$ cat src/design/mioc_pkg.sv
package mioc_pkg;

  // Default number of stored settings registers.
  localparam int REG_COUNT_DEFAULT = 15;

  // Ports watched for the unlock sequence.
  localparam logic [15:0] SEQ_PORT_LO = 16'h02FA;
  localparam logic [15:0] SEQ_PORT_HI = 16'h03FA;

  // Fixed key byte of the third unlock write.
  localparam logic [7:0] UNLOCK_KEY = 8'h36;

  // Byte values that are not accepted as the first unlock write.
  localparam logic [7:0] BYTE_ZERO = 8'h00;
  localparam logic [7:0] BYTE_ONES = 8'hFF;

  // Index that selects the window base and leaves configuration mode.
  localparam logic [3:0] INDEX_EXIT = 4'd15;

  // Settings register roles.
  localparam int SET_ENABLES = 0;
  localparam int SET_RTC     = 3;
  localparam int SET_UART1   = 4;
  localparam int SET_UART2   = 5;
  localparam int SET_LPT     = 6;
  localparam int SET_GAME    = 7;
  localparam int SET_IRQ     = 8;

  // Interrupt-select field codes.
  localparam logic [1:0] ROUTE_NONE  = 2'b00;
  localparam logic [1:0] ROUTE_RTC   = 2'b01;
  localparam logic [1:0] ROUTE_FIRST = 2'b10;
  localparam logic [1:0] ROUTE_OTHER = 2'b11;

  // Interrupt line numbers.
  localparam logic [3:0] IRQ_NONE = 4'd0;
  localparam logic [3:0] IRQ_3    = 4'd3;
  localparam logic [3:0] IRQ_4    = 4'd4;
  localparam logic [3:0] IRQ_5    = 4'd5;
  localparam logic [3:0] IRQ_7    = 4'd7;

  // Progress through the five-write unlock sequence.
  typedef enum logic [2:0] {
    STEP_IDLE       = 3'd0,
    STEP_HAVE_VALUE = 3'd1,
    STEP_HAVE_CMPL  = 3'd2,
    STEP_HAVE_KEY   = 3'd3,
    STEP_HAVE_BASE  = 3'd4
  } unlock_step_t;

  typedef struct packed {
    logic        operation;
    logic [15:0] port;
    logic [7:0]  write_data;
  } req_t;

  typedef struct packed {
    logic [7:0] read_data;
    logic [4:0] device_enables;
    logic [9:0] uart1_base;
    logic [9:0] uart2_base;
    logic [9:0] lpt_base;
    logic [9:0] game_base;
    logic [9:0] rtc_base;
    logic [3:0] uart1_irq;
    logic [3:0] uart2_irq;
    logic [3:0] lpt_irq;
    logic [3:0] rtc_irq;
  } rsp_t;

  // Power-on contents of the settings store.
  function automatic logic [7:0] store_reset_value(input logic [3:0] idx);
    logic [7:0] v;
    v = 8'h00;
    unique case (idx)
      4'd3:    v = 8'hB0;
      4'd4:    v = 8'hFE;
      4'd5:    v = 8'hBE;
      4'd6:    v = 8'h9E;
      4'd7:    v = 8'h80;
      4'd8:    v = 8'hEC;
      default: v = 8'h00;
    endcase
    return v;
  endfunction

endpackage

$ cat src/design/mioc_chan_if.sv
interface mioc_chan_if #(
  parameter type payload_t = logic
) ();
  logic     valid;
  logic     ready;
  payload_t payload;

  modport source(output valid, output payload, input ready);
  modport sink(input valid, input payload, output ready);
endinterface

$ cat src/design/multifunction_io_config_unlock.sv
// Configuration unlock and resource map of a multifunction I/O controller. Each bus
// access request (read or write, 16-bit port, data byte) yields one response with the
// read byte and the live resource map: device enables, port bases and interrupt routing.
// A five-write sequence on 0x2FA/0x3FA (V, ~V, 0x36, W, ~W) enters configuration mode,
// opens an index/data window at W*4 and W*4+1 and disables every device; writing the
// data port with index 15 leaves configuration mode and makes the map live again.
// Each request is decoded and applied to the state registers in the cycle it is
// accepted, and its response is held in the output register the next cycle.
// A new request is taken every cycle, also while a response waits, as long as the
// output register is empty or being drained; the only loop is the registered update
// of the unlock and settings registers.
module multifunction_io_config_unlock #(
  parameter int REG_COUNT = mioc_pkg::REG_COUNT_DEFAULT
) (
  input  logic       clk,
  input  logic       rst,
  mioc_chan_if.sink   req,
  mioc_chan_if.source rsp
);

  localparam int IDX_W = $clog2(REG_COUNT);

  // State registers.
  mioc_pkg::unlock_step_t unlock_step, unlock_step_next;
  logic [7:0] held_value, held_value_next;
  logic       config_active, config_active_next;
  logic       window_open, window_open_next;
  logic [7:0] window_base_quarter, window_base_quarter_next;
  logic [3:0] selected_index, selected_index_next;
  logic       map_live, map_live_next;
  logic [7:0] store      [REG_COUNT];
  logic [7:0] store_next [REG_COUNT];

  mioc_pkg::req_t r;
  mioc_pkg::rsp_t rsp_next;

  logic accept;
  logic is_write;
  logic hit_idx, hit_dat, in_window, window_live;
  logic seq_lo, seq_hi, seq_port, advance;
  logic sel_in_store;
  logic [7:0] store_rd;

  // Map decode inputs.
  logic [3:0] en;
  logic [7:0] s8;
  logic [3:0] u1, u2, lp, rt;

  assign r         = req.payload;
  // Take a request whenever the output register is empty or drains this cycle.
  assign req.ready = !rsp.valid || rsp.ready;
  assign accept    = req.valid && req.ready;
  assign is_write  = r.operation;

  // Window ports: index at base*4, data right after it.
  assign hit_idx   = (r.port == {6'b0, window_base_quarter, 2'b00});
  assign hit_dat   = (r.port == {6'b0, window_base_quarter, 2'b01});
  assign in_window = window_open && (hit_idx || hit_dat);
  assign window_live = in_window && config_active;

  assign seq_lo   = (r.port == mioc_pkg::SEQ_PORT_LO);
  assign seq_hi   = (r.port == mioc_pkg::SEQ_PORT_HI);
  assign seq_port = seq_lo || seq_hi;

  assign sel_in_store = (selected_index < 4'(REG_COUNT));
  assign store_rd     = sel_in_store ? store[selected_index[IDX_W-1:0]] : 8'h00;

  // Next state of the unlock sequencer and the settings store.
  always_comb begin
    unlock_step_next         = unlock_step;
    held_value_next          = held_value;
    config_active_next       = config_active;
    window_open_next         = window_open;
    window_base_quarter_next = window_base_quarter;
    selected_index_next      = selected_index;
    map_live_next            = map_live;
    store_next               = store;
    advance                  = 1'b0;

    if (accept && is_write) begin
      if (seq_lo) begin
        if (unlock_step == mioc_pkg::STEP_IDLE && r.write_data != mioc_pkg::BYTE_ZERO &&
            r.write_data != mioc_pkg::BYTE_ONES) begin
          advance         = 1'b1;
          held_value_next = r.write_data;
        end else if (unlock_step == mioc_pkg::STEP_HAVE_BASE) begin
          if ((r.write_data | held_value) == mioc_pkg::BYTE_ONES) begin
            // Enter configuration mode: move the window, drop every device.
            window_base_quarter_next = held_value;
            window_open_next         = 1'b1;
            config_active_next       = 1'b1;
            map_live_next            = 1'b0;
          end else begin
            // Failed final write: leave config mode, keep devices as they are.
            config_active_next = 1'b0;
          end
        end
      end else if (seq_hi) begin
        priority if (unlock_step == mioc_pkg::STEP_HAVE_VALUE &&
                     (r.write_data | held_value) == mioc_pkg::BYTE_ONES) begin
          advance = 1'b1;
        end else if (unlock_step == mioc_pkg::STEP_HAVE_CMPL &&
                     r.write_data == mioc_pkg::UNLOCK_KEY) begin
          advance = 1'b1;
        end else if (unlock_step == mioc_pkg::STEP_HAVE_KEY) begin
          held_value_next = r.write_data;
          advance         = 1'b1;
        end else begin
          advance = 1'b0;
        end
      end else if (window_live) begin
        if (hit_idx) begin
          selected_index_next = r.write_data[3:0];
        end else if (selected_index == mioc_pkg::INDEX_EXIT) begin
          // Exit configuration mode and apply the map.
          config_active_next = 1'b0;
          window_open_next   = 1'b0;
          map_live_next      = 1'b1;
        end else if (sel_in_store) begin
          store_next[selected_index[IDX_W-1:0]] = r.write_data;
        end
      end

      // Any decoded write that does not advance restarts the sequence.
      if (seq_port && advance) begin
        unlock_step_next = mioc_pkg::unlock_step_t'(unlock_step + 3'd1);
      end else if (seq_port || in_window) begin
        unlock_step_next = mioc_pkg::STEP_IDLE;
      end
    end
  end

  // Response: read byte plus the map as it stands after this request.
  always_comb begin
    en = store_next[mioc_pkg::SET_ENABLES][3:0];
    s8 = store_next[mioc_pkg::SET_IRQ];
    u1 = mioc_pkg::IRQ_NONE;
    u2 = mioc_pkg::IRQ_NONE;
    lp = mioc_pkg::IRQ_NONE;
    rt = mioc_pkg::IRQ_NONE;

    // Interrupt-select fields, later ones override earlier ones.
    unique case (s8[7:6])
      mioc_pkg::ROUTE_RTC:   rt = mioc_pkg::IRQ_3;
      mioc_pkg::ROUTE_FIRST: u1 = mioc_pkg::IRQ_3;
      mioc_pkg::ROUTE_OTHER: u2 = mioc_pkg::IRQ_3;
      default: ;
    endcase
    unique case (s8[5:4])
      mioc_pkg::ROUTE_RTC:   rt = mioc_pkg::IRQ_4;
      mioc_pkg::ROUTE_FIRST: u1 = mioc_pkg::IRQ_4;
      mioc_pkg::ROUTE_OTHER: u2 = mioc_pkg::IRQ_4;
      default: ;
    endcase
    unique case (s8[3:2])
      mioc_pkg::ROUTE_RTC:   rt = mioc_pkg::IRQ_5;
      mioc_pkg::ROUTE_FIRST: u1 = mioc_pkg::IRQ_5;
      mioc_pkg::ROUTE_OTHER: lp = mioc_pkg::IRQ_5;
      default: ;
    endcase
    unique case (s8[1:0])
      mioc_pkg::ROUTE_RTC:   rt = mioc_pkg::IRQ_7;
      mioc_pkg::ROUTE_FIRST: u2 = mioc_pkg::IRQ_7;
      mioc_pkg::ROUTE_OTHER: lp = mioc_pkg::IRQ_7;
      default: ;
    endcase

    rsp_next = '0;

    // Reads see the window only while config mode is on; writes return zero.
    if (!is_write) begin
      rsp_next.read_data = mioc_pkg::BYTE_ONES;
      if (window_live) begin
        if (hit_idx) begin
          rsp_next.read_data = {4'b0, selected_index};
        end else if (selected_index == mioc_pkg::INDEX_EXIT) begin
          rsp_next.read_data = window_base_quarter;
        end else if (sel_in_store) begin
          rsp_next.read_data = store_rd;
        end
      end
    end

    if (map_live_next) begin
      rsp_next.device_enables = {1'b1, en};
      rsp_next.uart1_base = en[1] ? {store_next[mioc_pkg::SET_UART1], 2'b00} : 10'd0;
      rsp_next.uart2_base = en[2] ? {store_next[mioc_pkg::SET_UART2], 2'b00} : 10'd0;
      rsp_next.lpt_base   = en[3] ? {store_next[mioc_pkg::SET_LPT], 2'b00} : 10'd0;
      rsp_next.game_base  = en[0] ? {store_next[mioc_pkg::SET_GAME], 2'b00} : 10'd0;
      rsp_next.rtc_base   = {store_next[mioc_pkg::SET_RTC], 2'b00};
      rsp_next.uart1_irq  = en[1] ? u1 : mioc_pkg::IRQ_NONE;
      rsp_next.uart2_irq  = en[2] ? u2 : mioc_pkg::IRQ_NONE;
      rsp_next.lpt_irq    = en[3] ? lp : mioc_pkg::IRQ_NONE;
      rsp_next.rtc_irq    = rt;
    end
  end

  // State and settings registers.
  always_ff @(posedge clk) begin
    if (rst) begin
      unlock_step         <= mioc_pkg::STEP_IDLE;
      held_value          <= 8'h00;
      config_active       <= 1'b0;
      window_open         <= 1'b0;
      window_base_quarter <= 8'h00;
      selected_index      <= 4'd0;
      map_live            <= 1'b1;
      for (int i = 0; i < REG_COUNT; i++) begin
        store[i] <= mioc_pkg::store_reset_value(4'(i));
      end
    end else begin
      unlock_step         <= unlock_step_next;
      held_value          <= held_value_next;
      config_active       <= config_active_next;
      window_open         <= window_open_next;
      window_base_quarter <= window_base_quarter_next;
      selected_index      <= selected_index_next;
      map_live            <= map_live_next;
      store               <= store_next;
    end
  end

  // Output register: load on accept, drop valid once taken.
  always_ff @(posedge clk) begin
    if (rst) begin
      rsp.valid <= 1'b0;
    end else if (accept) begin
      rsp.valid <= 1'b1;
    end else if (rsp.ready) begin
      rsp.valid <= 1'b0;
    end
  end

  always_ff @(posedge clk) begin
    if (accept) begin
      rsp.payload <= rsp_next;
    end
  end

  // The window is open exactly while the map is held off.
  a_window_vs_map: assert property (@(posedge clk) disable iff (rst)
    window_open != map_live)
    else $error("window state and map state disagree");

  // Config mode only exists with an open window.
  a_config_needs_window: assert property (@(posedge clk) disable iff (rst)
    config_active |-> window_open)
    else $error("config mode active without window");

  // Every accepted request leaves a response in the output register.
  a_accept_gives_rsp: assert property (@(posedge clk) disable iff (rst)
    accept |=> rsp.valid)
    else $error("accepted request produced no response");

  // Reads never change the sequencer or window.
  a_read_keeps_state: assert property (@(posedge clk) disable iff (rst)
    (accept && !is_write) |=> ($stable(unlock_step) && $stable(window_open) &&
                               $stable(config_active) && $stable(selected_index)))
    else $error("read access changed state");

endmodule

$ cat src/flat_wrapper.sv
// flat-port wrapper written by rule: the top's interface ports become plain ports
module multifunction_io_config_unlock_flat 
#(
  parameter int REG_COUNT = mioc_pkg::REG_COUNT_DEFAULT
)
  (clk, rst, req_valid, req_payload, req_ready, rsp_valid, rsp_payload, rsp_ready);
  mioc_chan_if #(.payload_t(mioc_pkg::req_t)) req_i ();
  mioc_chan_if #(.payload_t(mioc_pkg::rsp_t)) rsp_i ();
  input  logic clk;
  input  logic rst;
  input wire logic [$bits(req_i.valid)-1:0] req_valid;
  input wire logic [$bits(req_i.payload)-1:0] req_payload;
  output wire logic [$bits(req_i.ready)-1:0] req_ready;
  output wire logic [$bits(rsp_i.valid)-1:0] rsp_valid;
  output wire logic [$bits(rsp_i.payload)-1:0] rsp_payload;
  input wire logic [$bits(rsp_i.ready)-1:0] rsp_ready;
  assign req_i.valid = req_valid;
  assign req_i.payload = req_payload;
  assign req_ready = req_i.ready;
  assign rsp_valid = rsp_i.valid;
  assign rsp_payload = rsp_i.payload;
  assign rsp_i.ready = rsp_ready;
  multifunction_io_config_unlock #(.REG_COUNT(REG_COUNT)) u_core (.clk(clk), .rst(rst), .req(req_i), .rsp(rsp_i));
endmodule
$ cat config.mk
export PLATFORM = sky130hd
export DESIGN_NAME = multifunction_io_config_unlock_flat
export DESIGN_NICKNAME = d
export VERILOG_FILES = /design/src/design/mioc_pkg.sv /design/src/design/mioc_chan_if.sv /design/src/design/multifunction_io_config_unlock.sv /design/src/flat_wrapper.sv
export SDC_FILE = /design/constraint.sdc
export NUM_CORES = 1
export LEC_CHECK = 0
export BUFFER_PORTS_ARGS = -buffer_cell sky130_fd_sc_hd__buf_2
export CAP_MARGIN = 30
export CORE_MARGIN = 4
export CORE_UTILIZATION = 55
export CTS_BUF_LIST = sky130_fd_sc_hd__clkbuf_8
export DETAILED_ROUTE_END_ITERATION = 6
export PLACE_DENSITY = 0.91
export REMOVE_ABC_BUFFERS = 1
export SLEW_MARGIN = 0
export SYNTH_ARGS = -nofsm -noshare
export SYNTH_HDL_FRONTEND = slang
export SYNTH_SLANG_ARGS = --single-unit
export TNS_END_PERCENT = 1
$ cat constraint.sdc
create_clock -name clk -period 2.4 [get_ports clk]
set_input_delay 0 -clock clk [delete_from_list [all_inputs] [get_ports clk]]
set_output_delay 0 -clock clk [all_outputs]
set_load 0.005 [all_outputs]
==> results.sh <==
export IMPL_reg2reg_depth=8
export IMPL_postLayoutSetupSlackWorst_ps=-90.03
export IMPL_postRouteAntennaNets=0
export IMPL_fin_cells=1322
export IMPL_pre_cts_slack_ps=-104.0
export IMPL_hold_viol=0
export IMPL_status="complete, but fails checks"
export IMPL_core_area_um2=17420
export IMPL_min_period_over_period=1.038
export IMPL_power_leakage_nw=5.221
export IMPL_hold_path_cell_count=4
export IMPL_drt_wirelength_per_cell_um=20.93
export IMPL_min_period_ps=2490
export IMPL_start_util=0.5652
export IMPL_finalSetupViolations=20
export IMPL_insertion_delay_ps=530
export IMPL_synth_area_leaders="dfxtp_1 30%, edfxtp_1 19%, mux2i_1 14%"
export IMPL_finalClockSkew_ps=30.33
export IMPL_swShare=0.2357
export IMPL_rrSetupSlack_ps=-90
export IMPL_cp_max_fo=8
export IMPL_ys_seq_area_frac=0.4912
export IMPL_min_from="req_payload[2]"
export IMPL_grt_use_total=0.2665
export IMPL_fmax_ghz=0.4016
export IMPL_p_int_w=0.005457
export IMPL_arrival_ps=2880
export IMPL_yosysTopAreaCell="dfxtp_1"
export IMPL_required_ps=2790
export IMPL_synthArstFlopShare=0
export IMPL_cts_root_buf="clkbuf_8"
export IMPL_clockBufferDepth=3
export IMPL_vias=7906
export IMPL_dr_pass1_iters=5
export IMPL_routed_wl_mm=27.66
export IMPL_area_growth_pct=22.37
export IMPL_nets=1106
export IMPL_io_buffers=95
export IMPL_clk_pin_slew_worst_paths_ps=70
export IMPL_ios=110
export IMPL_die_area_um2=20100
export IMPL_crit_type="flip-flop to flip-flop"
export IMPL_diodes=0
export IMPL_relSlewSlack=0.5398
export IMPL_grt_max_degree=56
export IMPL_antenna_found_initial=0
export IMPL_clock_sinks=210
export IMPL_grt_pass1_vias=7808
export IMPL_yosysWarningCount=0
export IMPL_startpoint_type="flip-flop"
export IMPL_grt_overflow_total=0
export IMPL_grt_setup_unrepaired="true"
export IMPL_min_to="u_core.store[106]"
export IMPL_power_density_nw_per_um2=592.8
export IMPL_finalPower_w=0.007140
export IMPL_tightestPinTransition_ps=684.0
export IMPL_whs_ps=51.55
export IMPL_power_switching_w=0.001683
export IMPL_synth_top_area_frac=0.2990
export IMPL_fp_row_count=48
export IMPL_netlist_area_um2=9843
export IMPL_grt_pass1_wl_mm=41.86
export IMPL_clkPwrFrac=0.429
export IMPL_synthCells=910
export IMPL_synth_most_common_cell="nor2_1"
export IMPL_crit_path_end_kind="flip-flop"
export IMPL_setup_tns_ps=-809.6
export IMPL_place_hpwl_mm=18.38
export IMPL_ir_drop_v=0.0004266
export IMPL_finalMaxSlewViolations=0
export IMPL_synth_main_ff_cell="dfxtp_1"
export IMPL_dieWidth_um=141.8
export IMPL_seqPwrFrac=0.521
export IMPL_dpl_cell_count=1241
export IMPL_synth_cell_types=63
export IMPL_syn_area_per_cell_um2=10.82
export IMPL_first_iter_violations=875
export IMPL_die_h_um=141.8
export IMPL_vias_per_cell=5.980
export IMPL_drc=0
export IMPL_regToRegEndpoint="u_core.store[27]"
export IMPL_synthTopCellsByCount="161 x nor2_1, 147 x dfxtp_1, 138 x mux2i_1"
export IMPL_holdCritPathClass="input port to flip-flop"
export IMPL_drv_cap=0
export IMPL_drive_gt1_frac=0.3026
export IMPL_synth_edf_count=63
export IMPL_numCtsBuffers=34
export IMPL_cts_tree="done"
export IMPL_h_tree_depth=2
export IMPL_ys_ff_latch=210
export IMPL_fillers=1196
export IMPL_gp_congestion=1.036
export IMPL_power_frac_comb=0.050
export IMPL_r2r_start="u_core.window_base_quarter[3]"
export IMPL_violations="negative setup slack"
-- power groups by stage --
stage,combinational (W),sequential (W),clock (W)
2_1_floorplan,0.0000786,0.00380,0
3_3_place_gp,0.000318,0.00379,0
3_5_place_dp,0.000324,0.00380,0
4_1_cts,0.000347,0.00372,0.00310
5_1_grt,0.000380,0.00372,0.00326
6_report,0.000360,0.00372,0.00306
-- how the worst max path moves through the flow --
stage	from	end	slack [ps]	depth (start not counted)
floorplan	u_core.window_base_quarter[7]	u_core.rsp.payload[9]	-900	6
global placement	u_core.window_base_quarter[4]	u_core.rsp.payload[10]	-50	8
detailed placement	u_core.window_base_quarter[4]	u_core.rsp.payload[14]	-100	8
CTS	u_core.window_base_quarter[4]	u_core.rsp.payload[35]	-70	7
global route	u_core.window_base_quarter[3]	u_core.store[27]	-170	8
finish	u_core.window_base_quarter[3]	u_core.store[27]	-90	8
-- worst max-delay path, cell delays in order (launching register included) --
cell and delay, ps:
dfxtp_1 340, xor2_1 180, or3_4 380, or4_4 460
buf_12 170, nor4b_4 340, buf_12 180, mux2i_2 220
nor2_1 60
-- placed cells by master, fill, tap and decap left out, types with 6 or more instances in the layout --
master and count:
buf_4 71, nor2b_1 9, buf_12 11, mux2i_4 7
nand3_1 15, conb_1 14, nor3_1 12, nor3_2 14
nand2b_1 27, clkinv_2 6, edfxtp_1 63, and3_1 9
o211ai_1 15, o22ai_1 7, nand3b_1 6, a21oi_1 18
dfxtp_1 142, nor2_1 158, inv_1 29, nand4_1 6
nor4_1 8, nand4_2 6, mux2i_1 118, nand2_1 31
buf_2 94, mux2i_2 14, o21ai_0 9, mux4_2 25
clkbuf_8 40, dlygate4sd3_1 15
-- state kept, by name, indices dropped and copies added (netlist names) --
register and flops:
u_core.store 120, u_core.rsp.payload 63, u_core.held_value 8, u_core.window_base_quarter 8
u_core.selected_index 4, u_core.unlock_step 3, u_core.config_active 1, u_core.map_live 1
u_core.rsp.valid 1, u_core.window_open 1
-- through the flow --
step	cell area, µm²	util
after floorplan	9428	-
final	12050	0.6916
after detailed placement	10920	0.6269
after global routing	12050	0.6916
after global placement	10920	0.6269
after CTS	11920	0.6845
-- area by class of cell --
| cell class | count | area [µm²] | share of cell area |
|---|---|---|---|
| flip-flops and latches | 210 | 4841 | 0.4019 |
| multi-input cells | 613 | 4770 | 0.3960 |
| repair buffers | 195 | 1419 | 0.1178 |
| clock buffers | 40 | 550.5 | 0.04570 |
| well taps | 225 | 281.5 | 0.02337 |
| clock inverters | 21 | 116.4 | 0.009660 |
| inverters | 18 | 67.56 | 0.005609 |
-- routing by layer --
metal	up-vias	global-route usage	part of all wire
met3	104	0.06168	0.087
met2	451	0.4476	0.49
met1	3804	0.3309	0.38
met5	-	0	0
met4	0	0.1121	0.042
li1	3547	-	-
-- logic make-up (layout without fill, tap and decap cells) --
group,count (synthesis),after routing,share of synthesized area
multiplexers,165,165,0.2001
AND/OR/NAND/NOR,343,343,0.1877
other,1,14,0.0003810
flip-flops,210,210,0.4912
XOR/XNOR,8,8,0.007119
buffers and inverters,100,274,0.05402
adder cells (fa/ha/maj),5,5,0.006356
AO/OA/AOI/OAI,78,78,0.05313
-- repair_timing --
action | CTS | global route
hold endpoints to repair | 52 | 0
gates resized for setup | 35 | 22
endpoints found under the setup margin | 55 | 121
pin swaps | 4 | 11
setup buffers | 2 | 3
hold buffers | 15 | 0
No activity file was read; power rests on OpenSTA's default activity.
